[config.mk]
export PLATFORM = sky130hd
export DESIGN_NAME = sorted_breakpoint_table
export DESIGN_NICKNAME = d
export VERILOG_FILES = /design/src/sbt_pkg.sv /design/src/sbt_cell.sv /design/src/sorted_breakpoint_table.sv
export SDC_FILE = /design/constraint.sdc
export NUM_CORES = 1
export LEC_CHECK = 0
export BUFFER_PORTS_ARGS = -buffer_cell sky130_fd_sc_hd__buf_2
export CAP_MARGIN = 20
export CORE_MARGIN = 1.5
export CORE_UTILIZATION = 65
export DETAILED_ROUTE_END_ITERATION = 7
export PLACE_DENSITY = 0.91
export REMOVE_ABC_BUFFERS = 1
export SYNTH_ARGS = -nofsm -noshare
export SYNTH_HDL_FRONTEND = slang
export SYNTH_SLANG_ARGS = --single-unit
[constraint.sdc]
create_clock -name clk -period 4.1 [get_ports clk]
set_input_delay 0.205 -clock clk [delete_from_list [all_inputs] [get_ports clk]]
set_output_delay 0.205 -clock clk [all_outputs]
set_load 0.005 [all_outputs]
[src/sbt_pkg.sv]
// ----------------------------------------------------------------------------
// sbt_pkg
// shared codes and types for the sorted breakpoint table
// ----------------------------------------------------------------------------
package sbt_pkg;

  localparam int TABLE_DEPTH_DEF = 16;
  localparam int LINE_BITS_DEF   = 16;

  // request actions
  localparam logic [1:0] ACT_INSERT = 2'd0;
  localparam logic [1:0] ACT_REMOVE = 2'd1;
  localparam logic [1:0] ACT_FIND   = 2'd2;

  // result status codes
  localparam logic [2:0] ST_OK       = 3'd0;
  localparam logic [2:0] ST_ZERO     = 3'd1;
  localparam logic [2:0] ST_DUP      = 3'd2;
  localparam logic [2:0] ST_FULL     = 3'd3;
  localparam logic [2:0] ST_NOTFOUND = 3'd4;

  typedef enum logic [1:0] {
    CELL_HOLD,
    CELL_INSERT,
    CELL_REMOVE
  } cell_op_t;

  typedef struct packed {
    logic     cmp;
    cell_op_t op;
  } cell_cmd_t;

endpackage

[src/sbt_cell.sv]
// ----------------------------------------------------------------------------
// sbt_cell
// one table slot: compares against the broadcast line and shifts with neighbors
// ----------------------------------------------------------------------------
module sbt_cell #(
  parameter int LINE_BITS = sbt_pkg::LINE_BITS_DEF
) (
  input  logic                  clk,
  input  logic                  rst,
  input  sbt_pkg::cell_cmd_t    cmd,
  input  logic [LINE_BITS-1:0]  line,
  input  logic [LINE_BITS-1:0]  left_slot,
  input  logic                  left_lt,
  input  logic [LINE_BITS-1:0]  right_slot,
  output logic [LINE_BITS-1:0]  slot,
  output logic                  lt,
  output logic                  eq
);
  import sbt_pkg::*;

  logic occupied;

  assign occupied = (slot != '0);

  always_ff @(posedge clk) begin
    if (rst) begin
      slot <= '0;
      lt   <= 1'b0;
      eq   <= 1'b0;
    end else begin
      if (cmd.cmp) begin
        lt <= occupied && (slot < line);
        eq <= occupied && (slot == line);
      end
      case (cmd.op)
        CELL_INSERT: begin
          // smaller entries stay, the first slot that is not smaller takes the line
          if (!lt) begin
            slot <= left_lt ? line : left_slot;
          end
        end
        CELL_REMOVE: begin
          if (!lt) begin
            slot <= right_slot;
          end
        end
        default: begin
        end
      endcase
    end
  end

endmodule

[src/sorted_breakpoint_table.sv]
// ----------------------------------------------------------------------------
// sorted_breakpoint_table
// ascending, duplicate-free table of breakpoint lines held in a row of cells
// ----------------------------------------------------------------------------
// each request makes a compare pass through the cell row, which is registered;
//   then the row shifts and the result is written; a new request is taken only
//   in idle or while the previous one is applied, and a blocked result holds apply
// reset: rst (synchronous) empties every slot, clears count, active flag and
//   trace_on; the block takes requests in the first cycle after reset
module sorted_breakpoint_table #(
  parameter int TABLE_DEPTH = sbt_pkg::TABLE_DEPTH_DEF,
  parameter int LINE_BITS   = sbt_pkg::LINE_BITS_DEF
) (
  input  logic                 clk,
  input  logic                 rst,
  // configuration
  input  logic                 cfg_write,
  input  logic                 cfg_data,
  // request channel
  input  logic                 in_valid,
  output logic                 in_stall,
  input  logic [1:0]           action,
  input  logic [LINE_BITS-1:0] line,
  // result channel
  output logic                 out_valid,
  input  logic                 out_stall,
  output logic [2:0]           status,
  output logic [3:0]           position,
  output logic [4:0]           entry_count,
  output logic                 break_active
);
  import sbt_pkg::*;

  localparam int IDX_W = (TABLE_DEPTH > 1) ? $clog2(TABLE_DEPTH) : 1;
  localparam int CNT_W = $clog2(TABLE_DEPTH + 1);

  typedef enum logic [1:0] {
    S_IDLE,
    S_CMP,
    S_APPLY
  } state_t;

  state_t               state;
  logic                 trace_on;
  logic [1:0]           req_action;
  logic [LINE_BITS-1:0] req_line;
  logic [CNT_W-1:0]     count;
  logic                 active;

  // cell row wiring
  logic [LINE_BITS-1:0] slot_q [TABLE_DEPTH];
  logic [TABLE_DEPTH-1:0] lt_q;
  logic [TABLE_DEPTH-1:0] eq_q;
  cell_cmd_t            cell_cmd;

  // apply decisions
  logic                 out_free;
  logic                 apply_go;
  logic                 accept;
  logic                 found;
  logic                 full;
  logic [IDX_W-1:0]     ins_idx;
  logic [IDX_W-1:0]     hit_idx;
  logic [2:0]           status_next;
  logic [IDX_W-1:0]     pos_next;
  logic [CNT_W-1:0]     count_next;
  logic                 active_next;
  cell_op_t             op_next;

  // output register frees when empty or being taken this cycle
  assign out_free = !out_valid || !out_stall;
  assign apply_go = (state == S_APPLY) && out_free;
  // a new request can enter in the same cycle the previous one is applied
  assign in_stall = !((state == S_IDLE) || apply_go);
  assign accept   = in_valid && !in_stall;

  assign cell_cmd.cmp = (state == S_CMP);
  assign cell_cmd.op  = apply_go ? op_next : CELL_HOLD;

  genvar g;
  generate
    for (g = 0; g < TABLE_DEPTH; g++) begin : g_cell
      logic [LINE_BITS-1:0] left_slot;
      logic                 left_lt;
      logic [LINE_BITS-1:0] right_slot;

      if (g == 0) begin : g_first
        // the head slot always sees a smaller left neighbor
        assign left_slot = '0;
        assign left_lt   = 1'b1;
      end else begin : g_mid
        assign left_slot = slot_q[g-1];
        assign left_lt   = lt_q[g-1];
      end

      if (g == TABLE_DEPTH - 1) begin : g_last
        assign right_slot = '0;
      end else begin : g_inner
        assign right_slot = slot_q[g+1];
      end

      sbt_cell #(
        .LINE_BITS (LINE_BITS)
      ) u_cell (
        .clk        (clk),
        .rst        (rst),
        .cmd        (cell_cmd),
        .line       (req_line),
        .left_slot  (left_slot),
        .left_lt    (left_lt),
        .right_slot (right_slot),
        .slot       (slot_q[g]),
        .lt         (lt_q[g]),
        .eq         (eq_q[g])
      );
    end
  endgenerate

  // the smaller-than bits form a thermometer, so the insert slot is the one
  // edge in it; a hit is one-hot; both encode through an or of indexes
  always_comb begin
    ins_idx = '0;
    hit_idx = '0;
    for (int i = 0; i < TABLE_DEPTH; i++) begin
      if (!lt_q[i] && ((i == 0) || lt_q[(i == 0) ? 0 : i - 1])) begin
        ins_idx = ins_idx | IDX_W'(i);
      end
      if (eq_q[i]) begin
        hit_idx = hit_idx | IDX_W'(i);
      end
    end
  end

  assign found = |eq_q;
  assign full  = (count == CNT_W'(TABLE_DEPTH));

  always_comb begin
    status_next = ST_OK;
    pos_next    = '0;
    count_next  = count;
    active_next = active;
    op_next     = CELL_HOLD;
    case (req_action)
      ACT_INSERT: begin
        if (req_line == '0) begin
          status_next = ST_ZERO;
        end else if (found) begin
          status_next = ST_DUP;
        end else if (full) begin
          status_next = ST_FULL;
        end else begin
          pos_next    = ins_idx;
          count_next  = count + CNT_W'(1);
          active_next = 1'b1;
          op_next     = CELL_INSERT;
        end
      end
      ACT_REMOVE: begin
        if (req_line == '0) begin
          status_next = ST_ZERO;
        end else if (!found) begin
          status_next = ST_NOTFOUND;
        end else begin
          pos_next   = hit_idx;
          count_next = count - CNT_W'(1);
          op_next    = CELL_REMOVE;
        end
        // an empty table drops the flag after any remove unless tracing holds it
        if ((count_next == '0) && !trace_on) begin
          active_next = 1'b0;
        end
      end
      ACT_FIND: begin
        if (found && (req_line != '0)) begin
          pos_next = hit_idx;
        end else begin
          status_next = ST_NOTFOUND;
        end
      end
      default: begin
        status_next = ST_NOTFOUND;
      end
    endcase
  end

  always_ff @(posedge clk) begin
    if (accept) begin
      req_action <= action;
      req_line   <= line;
    end
    if (rst) begin
      state     <= S_IDLE;
      trace_on  <= 1'b0;
      count     <= '0;
      active    <= 1'b0;
      out_valid <= 1'b0;
    end else begin
      if (cfg_write) begin
        trace_on <= cfg_data;
      end
      // a new result replaces one being taken; otherwise a taken result clears
      if (apply_go) begin
        out_valid <= 1'b1;
      end else if (!out_stall) begin
        out_valid <= 1'b0;
      end
      case (state)
        S_IDLE: begin
          if (accept) begin
            state <= S_CMP;
          end
        end
        S_CMP: begin
          state <= S_APPLY;
        end
        S_APPLY: begin
          if (apply_go) begin
            count        <= count_next;
            active       <= active_next;
            status       <= status_next;
            position     <= 4'(pos_next);
            entry_count  <= 5'(count_next);
            break_active <= active_next;
            state        <= accept ? S_CMP : S_IDLE;
          end
        end
        default: begin
          state <= S_IDLE;
        end
      endcase
    end
  end

`ifndef SYNTH
  // count never runs past the table
  a_count_range: assert property (@(posedge clk) disable iff (rst)
    count <= CNT_W'(TABLE_DEPTH))
    else $error("count beyond table depth");

  // head slot occupancy agrees with the count
  a_head_occupancy: assert property (@(posedge clk) disable iff (rst)
    (count == '0) == (slot_q[0] == '0))
    else $error("head slot disagrees with count");

  // failed requests report slot zero
  a_error_position: assert property (@(posedge clk) disable iff (rst)
    (out_valid && (status != ST_OK)) |-> (position == 4'd0))
    else $error("nonzero position on error");

  // a blocked result keeps the pending request parked in apply
  a_apply_holds: assert property (@(posedge clk) disable iff (rst)
    ((state == S_APPLY) && out_valid && out_stall) |=> (state == S_APPLY))
    else $error("apply left while output blocked");
`endif

endmodule

Word-level counts from Yosys, hierarchy flattened --
Cells that the tools add are included.
Storage, ports and cells: memory bits (writable) 0, bits in registers 329, bits in latches 0, logic and storage cells 382, bits in read-only memories 0, memories 0, output and inout bits 15, bits of input ports 24
Operators by class: eq/ne operators 58, add/subtract/negate cells 2, $mul 0, magnitude comparators 16, reduce and logical (&&, ||, !) cells 114, divide/modulo/power cells 0, shifts and indexed selects 0, bitwise logic cells 1, mux-type cells 132
Operators by type and width (number):
- 16-bit two-way mux | 47
- 16-bit case mux with 2 select lines | 16
- 16-bit nonzero test | 17
- 16-bit equality test | 16
- 16-bit less-than comparator | 16
- 4-bit two-way mux | 22
- 2-bit != test, second input constant | 34
- 1-bit logical AND | 51
- 3-bit AND reduction | 17
- 3-bit two-way mux | 11
- 5-bit two-way mux | 6
- 2-bit two-way mux | 12
- 1-bit logical NOT | 19
- 16-bit logical NOT | 1
- 16-bit OR reduction | 1
- 1-bit two-way mux | 12
- 4-bit case mux with 3 select lines | 1
- 5-bit case mux with 2 select lines | 1
- 3-bit case mux with 3 select lines | 1
- 2-bit by 1-bit equality test with 1-bit output, second input constant | 3
- 2-bit equality test, second input constant | 3
- 2-bit case mux with 3 select lines | 1
- 5-bit by 1-bit adder with 5-bit output, second input constant | 1
- 5-bit equality test, second input constant | 1
- other kinds (10) | 13

Logic depth before layout (Yosys ltp) --
depth in word-level cells 21, depth in mapped cells 16, gate-level depth less buffers 13

Modules after synthesis --
Synthesis repeated with hierarchy kept, for this count alone.
Unflattened totals: cell total of the unflattened synthesis 3071, area, all modules 24923.9 um^2
Modules (own cells, without submodules):
- sbt_cell | instances 16, seq. area each 360.3 um^2, area each 1411.4 um^2, cells an instance 178
- sorted_breakpoint_table | instances 1, seq. area each 1131.1 um^2, area each 2342.2 um^2, cells an instance 223

Worst setup path before layout --
OpenSTA, ideal clock, no wires.
path kind register to register, start reg req_line[0], end reg g_cell[0].u_cell.slot[2], path buffers 4, setup time 0.086 ns, arrival 3.278 ns, clock period less this slack 3.364 ns, required time 4.014 ns, slack 0.736 ns, cell stages (with the launch flop) 16, path through edfxtp_1 -> clkbuf_1 -> nor4_1 -> and4_1 -> buf_2 -> nor2_1 -> nand3_2 -> nor2_2 -> inv_2 -> ha_1 -> or2_2 -> clkbuf_1 -> a21oi_1 -> clkbuf_1 -> nor2_1 -> a211oi_1
Between the ends: cells in the longest elaborated chain, start to end 7, elaborated cells between the ends (all ways) 12, classes of those cells eq/ne: 4; mux: 5; reduce/logical: 3
RTL lines:
- start, declared | RTL line sorted_breakpoint_table.sv:46 | logic [LINE_BITS-1:0] req_line;
- start signal, assigned | RTL line sorted_breakpoint_table.sv:189 | req_line <= line;
- 16-bit logical NOT * | RTL line sorted_breakpoint_table.sv:145, sorted_breakpoint_table.sv:159
- 2-bit two-way mux or 1-bit two-way mux (tied branches) | RTL line sorted_breakpoint_table.sv:159, sorted_breakpoint_table.sv:145
- 2-bit case mux with 2 select lines * | RTL line sorted_breakpoint_table.sv:143 | case (req_action)
- 2-bit two-way mux * | RTL line sorted_breakpoint_table.sv:78 | assign cell_cmd.op = apply_go ? op_next : CELL_HOLD;
- 2-bit equality test or 2-bit by 1-bit equality test with 1-bit output (tied branches) | RTL line sbt_cell.sv:35 | case (cmd.op)
- 2-bit != test (no line) or 2-bit nonzero test (tied branches)
- 3-bit AND reduction (no line)
- end signal, assigned | RTL line sbt_cell.sv:39 | slot <= left_lt ? line : left_slot;
- end signal, assigned | RTL line sbt_cell.sv:44 | slot <= right_slot;
- end, declared | RTL line sbt_cell.sv:15 | output logic [LINE_BITS-1:0] slot,
Mark *: on every way between the ends. The rest lies on a longest branch, timed or not. A chain may end at the register's enable or synchronous reset.

Worst setup path after layout --
start reg count[1], end reg g_cell[5].u_cell.slot[0]
Between the ends: cells in the longest elaborated chain, start to end 9, elaborated cells between the ends (all ways) 13, classes of those cells eq/ne: 5; mux: 6; reduce/logical: 2
RTL lines:
- start, declared | RTL line sorted_breakpoint_table.sv:47 | logic [CNT_W-1:0] count;
- start signal, assigned | RTL line sorted_breakpoint_table.sv:218 | count <= count_next;
- 5-bit equality test * | RTL line sorted_breakpoint_table.sv:135 | assign full = (count == CNT_W'(TABLE_DEPTH));
- 1-bit two-way mux * | RTL line sorted_breakpoint_table.sv:149 | end else if (full) begin
- 1-bit two-way mux * | RTL line sorted_breakpoint_table.sv:147 | end else if (found) begin
- 1-bit two-way mux * | RTL line sorted_breakpoint_table.sv:145 | if (req_line == '0) begin
- 2-bit case mux with 2 select lines * | RTL line sorted_breakpoint_table.sv:143
- 2-bit two-way mux * | RTL line sorted_breakpoint_table.sv:78
- 2-bit equality test or 2-bit by 1-bit equality test with 1-bit output (tied branches) | RTL line sbt_cell.sv:35
- 2-bit != test (no line) or 2-bit nonzero test (tied branches)
- 3-bit AND reduction (no line)
- end signal, assigned | RTL line sbt_cell.sv:39
- end signal, assigned | RTL line sbt_cell.sv:44
- end, declared | RTL line sbt_cell.sv:15
Marks and branches as above.

==> run metrics <==
status completed; core area 0.0347 mm2; unrepaired setup endpoints after global routing false; Reg2Reg Launch Point count[1]$_SDFFE_PP0P_; CP required 4580 ps; R2R cell count 13; num ports 39; layout cells sized above 1 6.60%; DPL Wire Length 57.0 mm; YS warnings 0; Overall Global Routing Usage 47.1%; Synth async-reset ratio 0%; sequential share of the synthesized area 29.9%; commonest non-fill, non-tap cell in the layout nand2_1; area of the multi-input gates 0.0151 mm2; CTS tree built; Final #Nets 3,257; largest net degree at the start of global routing 300; Final Hold Fails 0; synthesized cell area 0.0230 mm2; class of the most critical setup path register to register; Distinct cells, synth 60; Hold Crit Class input pin to register; Max stage delay on crit path 640 ps; Post-Route Setup TNS 0 ps; Setup crit start kind register; Worst-path clk slew 60 ps; Cell Rows 68; DRC 0; root buffer cell clkbuf_16; number of global-route vias before repair 23,955; Pwr Density 300 mW/mm2; Achievable Freq 256 MHz; top-area cell type share of the netlist area 25.9%; Avg Inst Size Synth 7.69 um2; setup bufs post-CTS 0; CP Cell Sequence inv_1 -> ha_1 -> or3b_1 -> or3b_1 -> nand3_2 -> nor2_2 -> inv_2 -> ha_4 -> buf_12 -> nand2_1 -> o21ai_0 -> nand2_1 -> a21oi_1; Via Count 24,774; CP max FO 299; final slew viol count 0; DIE HEIGHT 191 um; Post-synth EDFFs 31; post-route antenna net violation count 0; Final setup viols 0; Setup crit end kind register; clk sink count 329; cell taking the most area after synthesis dfxtp_1; port buffer count 38; FF-to-FF setup slack 190 ps; fillers 2,505; Critical Path Slowest Stage Cell buf_12; die area 0.0366 mm2; worst path arrival time 4390 ps; Hold Crit Depth 2; final WL 87.6 mm; worst reg2reg path endpoint g_cell[5].u_cell.slot[0]$_SDFFE_PP0P_; router iterations before antenna repair 7; final period utilization 95.4%; max-cap check violation count 0; initial antenna violation count 7; Final Total Pwr 0.00758 W; fin crit period 3910 ps; RePlAce Congestion 1.06; clock skew 19.2 ps; clock buffer depth 3; Max VDD drop 0.488 mV; hold endpoint g_cell[1].u_cell.lt$_SDFFE_PP0N_; drt initial violations 4,150; Die Wd 191 um; total congestion overflow 0; Layout area overhead 9.84%; Pleak 9.14 nW; most frequent cells in the layout nand2_1 (724), a21oi_1 (336), dfxtp_1 (298), o21ai_0 (277), ha_1 (259); #FFs+latches synth 329; CTS H-tree depth 2; clock latency at the later pin of the worst-skew pair 560 ps; prevailing post-synth register cell dfxtp_1; worst slew margin relative to its limit 12.3%; vias per inst 7.16; Area contributors post-synth dfxtp_1 (26%), ha_1 (14%), nand2_1 (12%); Cells after Synth 2,995; initial core utilization 66.4%; register area 0.00690 mm2; Num CTS Buffers 39; WL per Instance 25.3 um; first-pass GRT wire length 133 mm; actual slew at the worst max-slew pin 1320 ps; min-delay src rst
==> critical path, delay by kind of cell (launching register included) <==
| family | cells | cell delay (ps) |
|---|---|---|
| buffers and inverters | 3 | 860 |
| AND/OR/NAND/NOR | 6 | 1510 |
| adder cells (fa/ha/maj) | 2 | 420 |
| flip-flops | 1 | 400 |
| AO/OA/AOI/OAI | 2 | 280 |
==> cell families after synthesis <==
family,Yosys count,synth area share (%)
AOI/OAI and AO/OA,790,19.4
xor gates and xnor gates,6,0.228
adders and majority gates,260,14.1
buffers and inverters,266,4.41
DFF,329,29.9
muxes,258,11.2
and+or+nand+nor,1086,20.7
==> synthesized netlist by cell type (5+ instances only) <==
library cell	count
nand2_1	724
a21oi_1	337
dfxtp_1	298
o21ai_0	277
ha_1	260
mux2i_1	258
clkbuf_1	167
nor2_1	92
nand4_1	81
nor4_1	70
a21o_1	65
inv_1	62
nor2b_1	39
nor3_1	36
edfxtp_1	31
buf_1	27
a211oi_1	25
o21a_1	13
o31a_1	12
o2111ai_1	11
nand3_1	10
nand2b_1	9
o22ai_1	8
a2111oi_0	7
a41oi_1	7
buf_2	7
a32oi_1	6
o2111a_1	5
==> cell type report <==
type                       count  area share, %
antenna                        2         0.0198
clock buffer                  62           4.97
clock inverter                 8          0.287
inverter                      63          0.934
multi-input combinational   2400           59.9
sequential                   329           27.2
tap                          455           2.25
timing repair buffer         140           4.43
==> state kept, by name (all words and copies together), names as in the netlist <==
register / flops
g_cell.u_cell.lt: 16
count: 5
break_active: 1
req_action: 2
active: 1
g_cell.u_cell.slot: 256
out_valid: 1
entry_count: 5
state: 2
trace_on: 1
position: 4
status: 3
req_line: 16
g_cell.u_cell.eq: 16
==> how the worst max path moves through the flow <==
stage | start | endpoint | slack [ps] | cells past startpoint
2_1_floorplan | req_line[0]$_DFFE_PP_ | g_cell[15].u_cell.slot[0]$_SDFFE_PP0P_ | -7370 | 12
3_5_place_dp | count[0]$_SDFFE_PP0P_ | g_cell[15].u_cell.slot[12]$_SDFFE_PP0P_ | 400 | 13
6_report | count[1]$_SDFFE_PP0P_ | g_cell[5].u_cell.slot[0]$_SDFFE_PP0P_ | 190 | 13
3_3_place_gp | count[0]$_SDFFE_PP0P_ | g_cell[15].u_cell.slot[9]$_SDFFE_PP0P_ | 580 | 13
4_1_cts | count[1]$_SDFFE_PP0P_ | g_cell[15].u_cell.slot[5]$_SDFFE_PP0P_ | 380 | 13
5_1_grt | count[1]$_SDFFE_PP0P_ | g_cell[15].u_cell.slot[6]$_SDFFE_PP0P_ | 50 | 13
==> routing by layer <==
layer	routed length, um	global-route usage, %	vias to the layer above	share of wire (%)
met3	12000	16.0	787	14
met4	9320	40.7	8	11
met5	60	0	-	0.069
met1	29800	54.6	11296	34
li1	-	-	10666	-
met2	36400	69.4	2017	42
==> power by group <==
part	leakage, nW	switching, W	internal (W)
logic	5.79	0.000479	0.000188
registers	2.69	0.0000231	0.00327
clock network	0.648	0.00146	0.00217
total	9.14	0.00196	0.00562
==> metrics by stage <==
stage | utilization (%) | setup slack [ps] | cells | hold slack, ps | instance area (um2)
global route | 72.9 | 54.7 | 3457 | 218 | 25300
CTS | 72.6 | 384 | 3453 | 190 | 25200
floorplan | - | -7370 | 2792 | 274 | 22300
detailed placement | 68.1 | 397 | 3362 | 384 | 23700
global placement | 68.1 | 584 | 3362 | 382 | 23700
finish | 72.9 | 187 | 3459 | 204 | 25300
==> repair_timing <==
action | 4_1_cts | 5_1_grt
resized for setup | 0 | 0
hold buffers | 21 | 0
hold endpoints to repair | 20 | 0
Note: power is estimated with default switching activity, not from simulation.
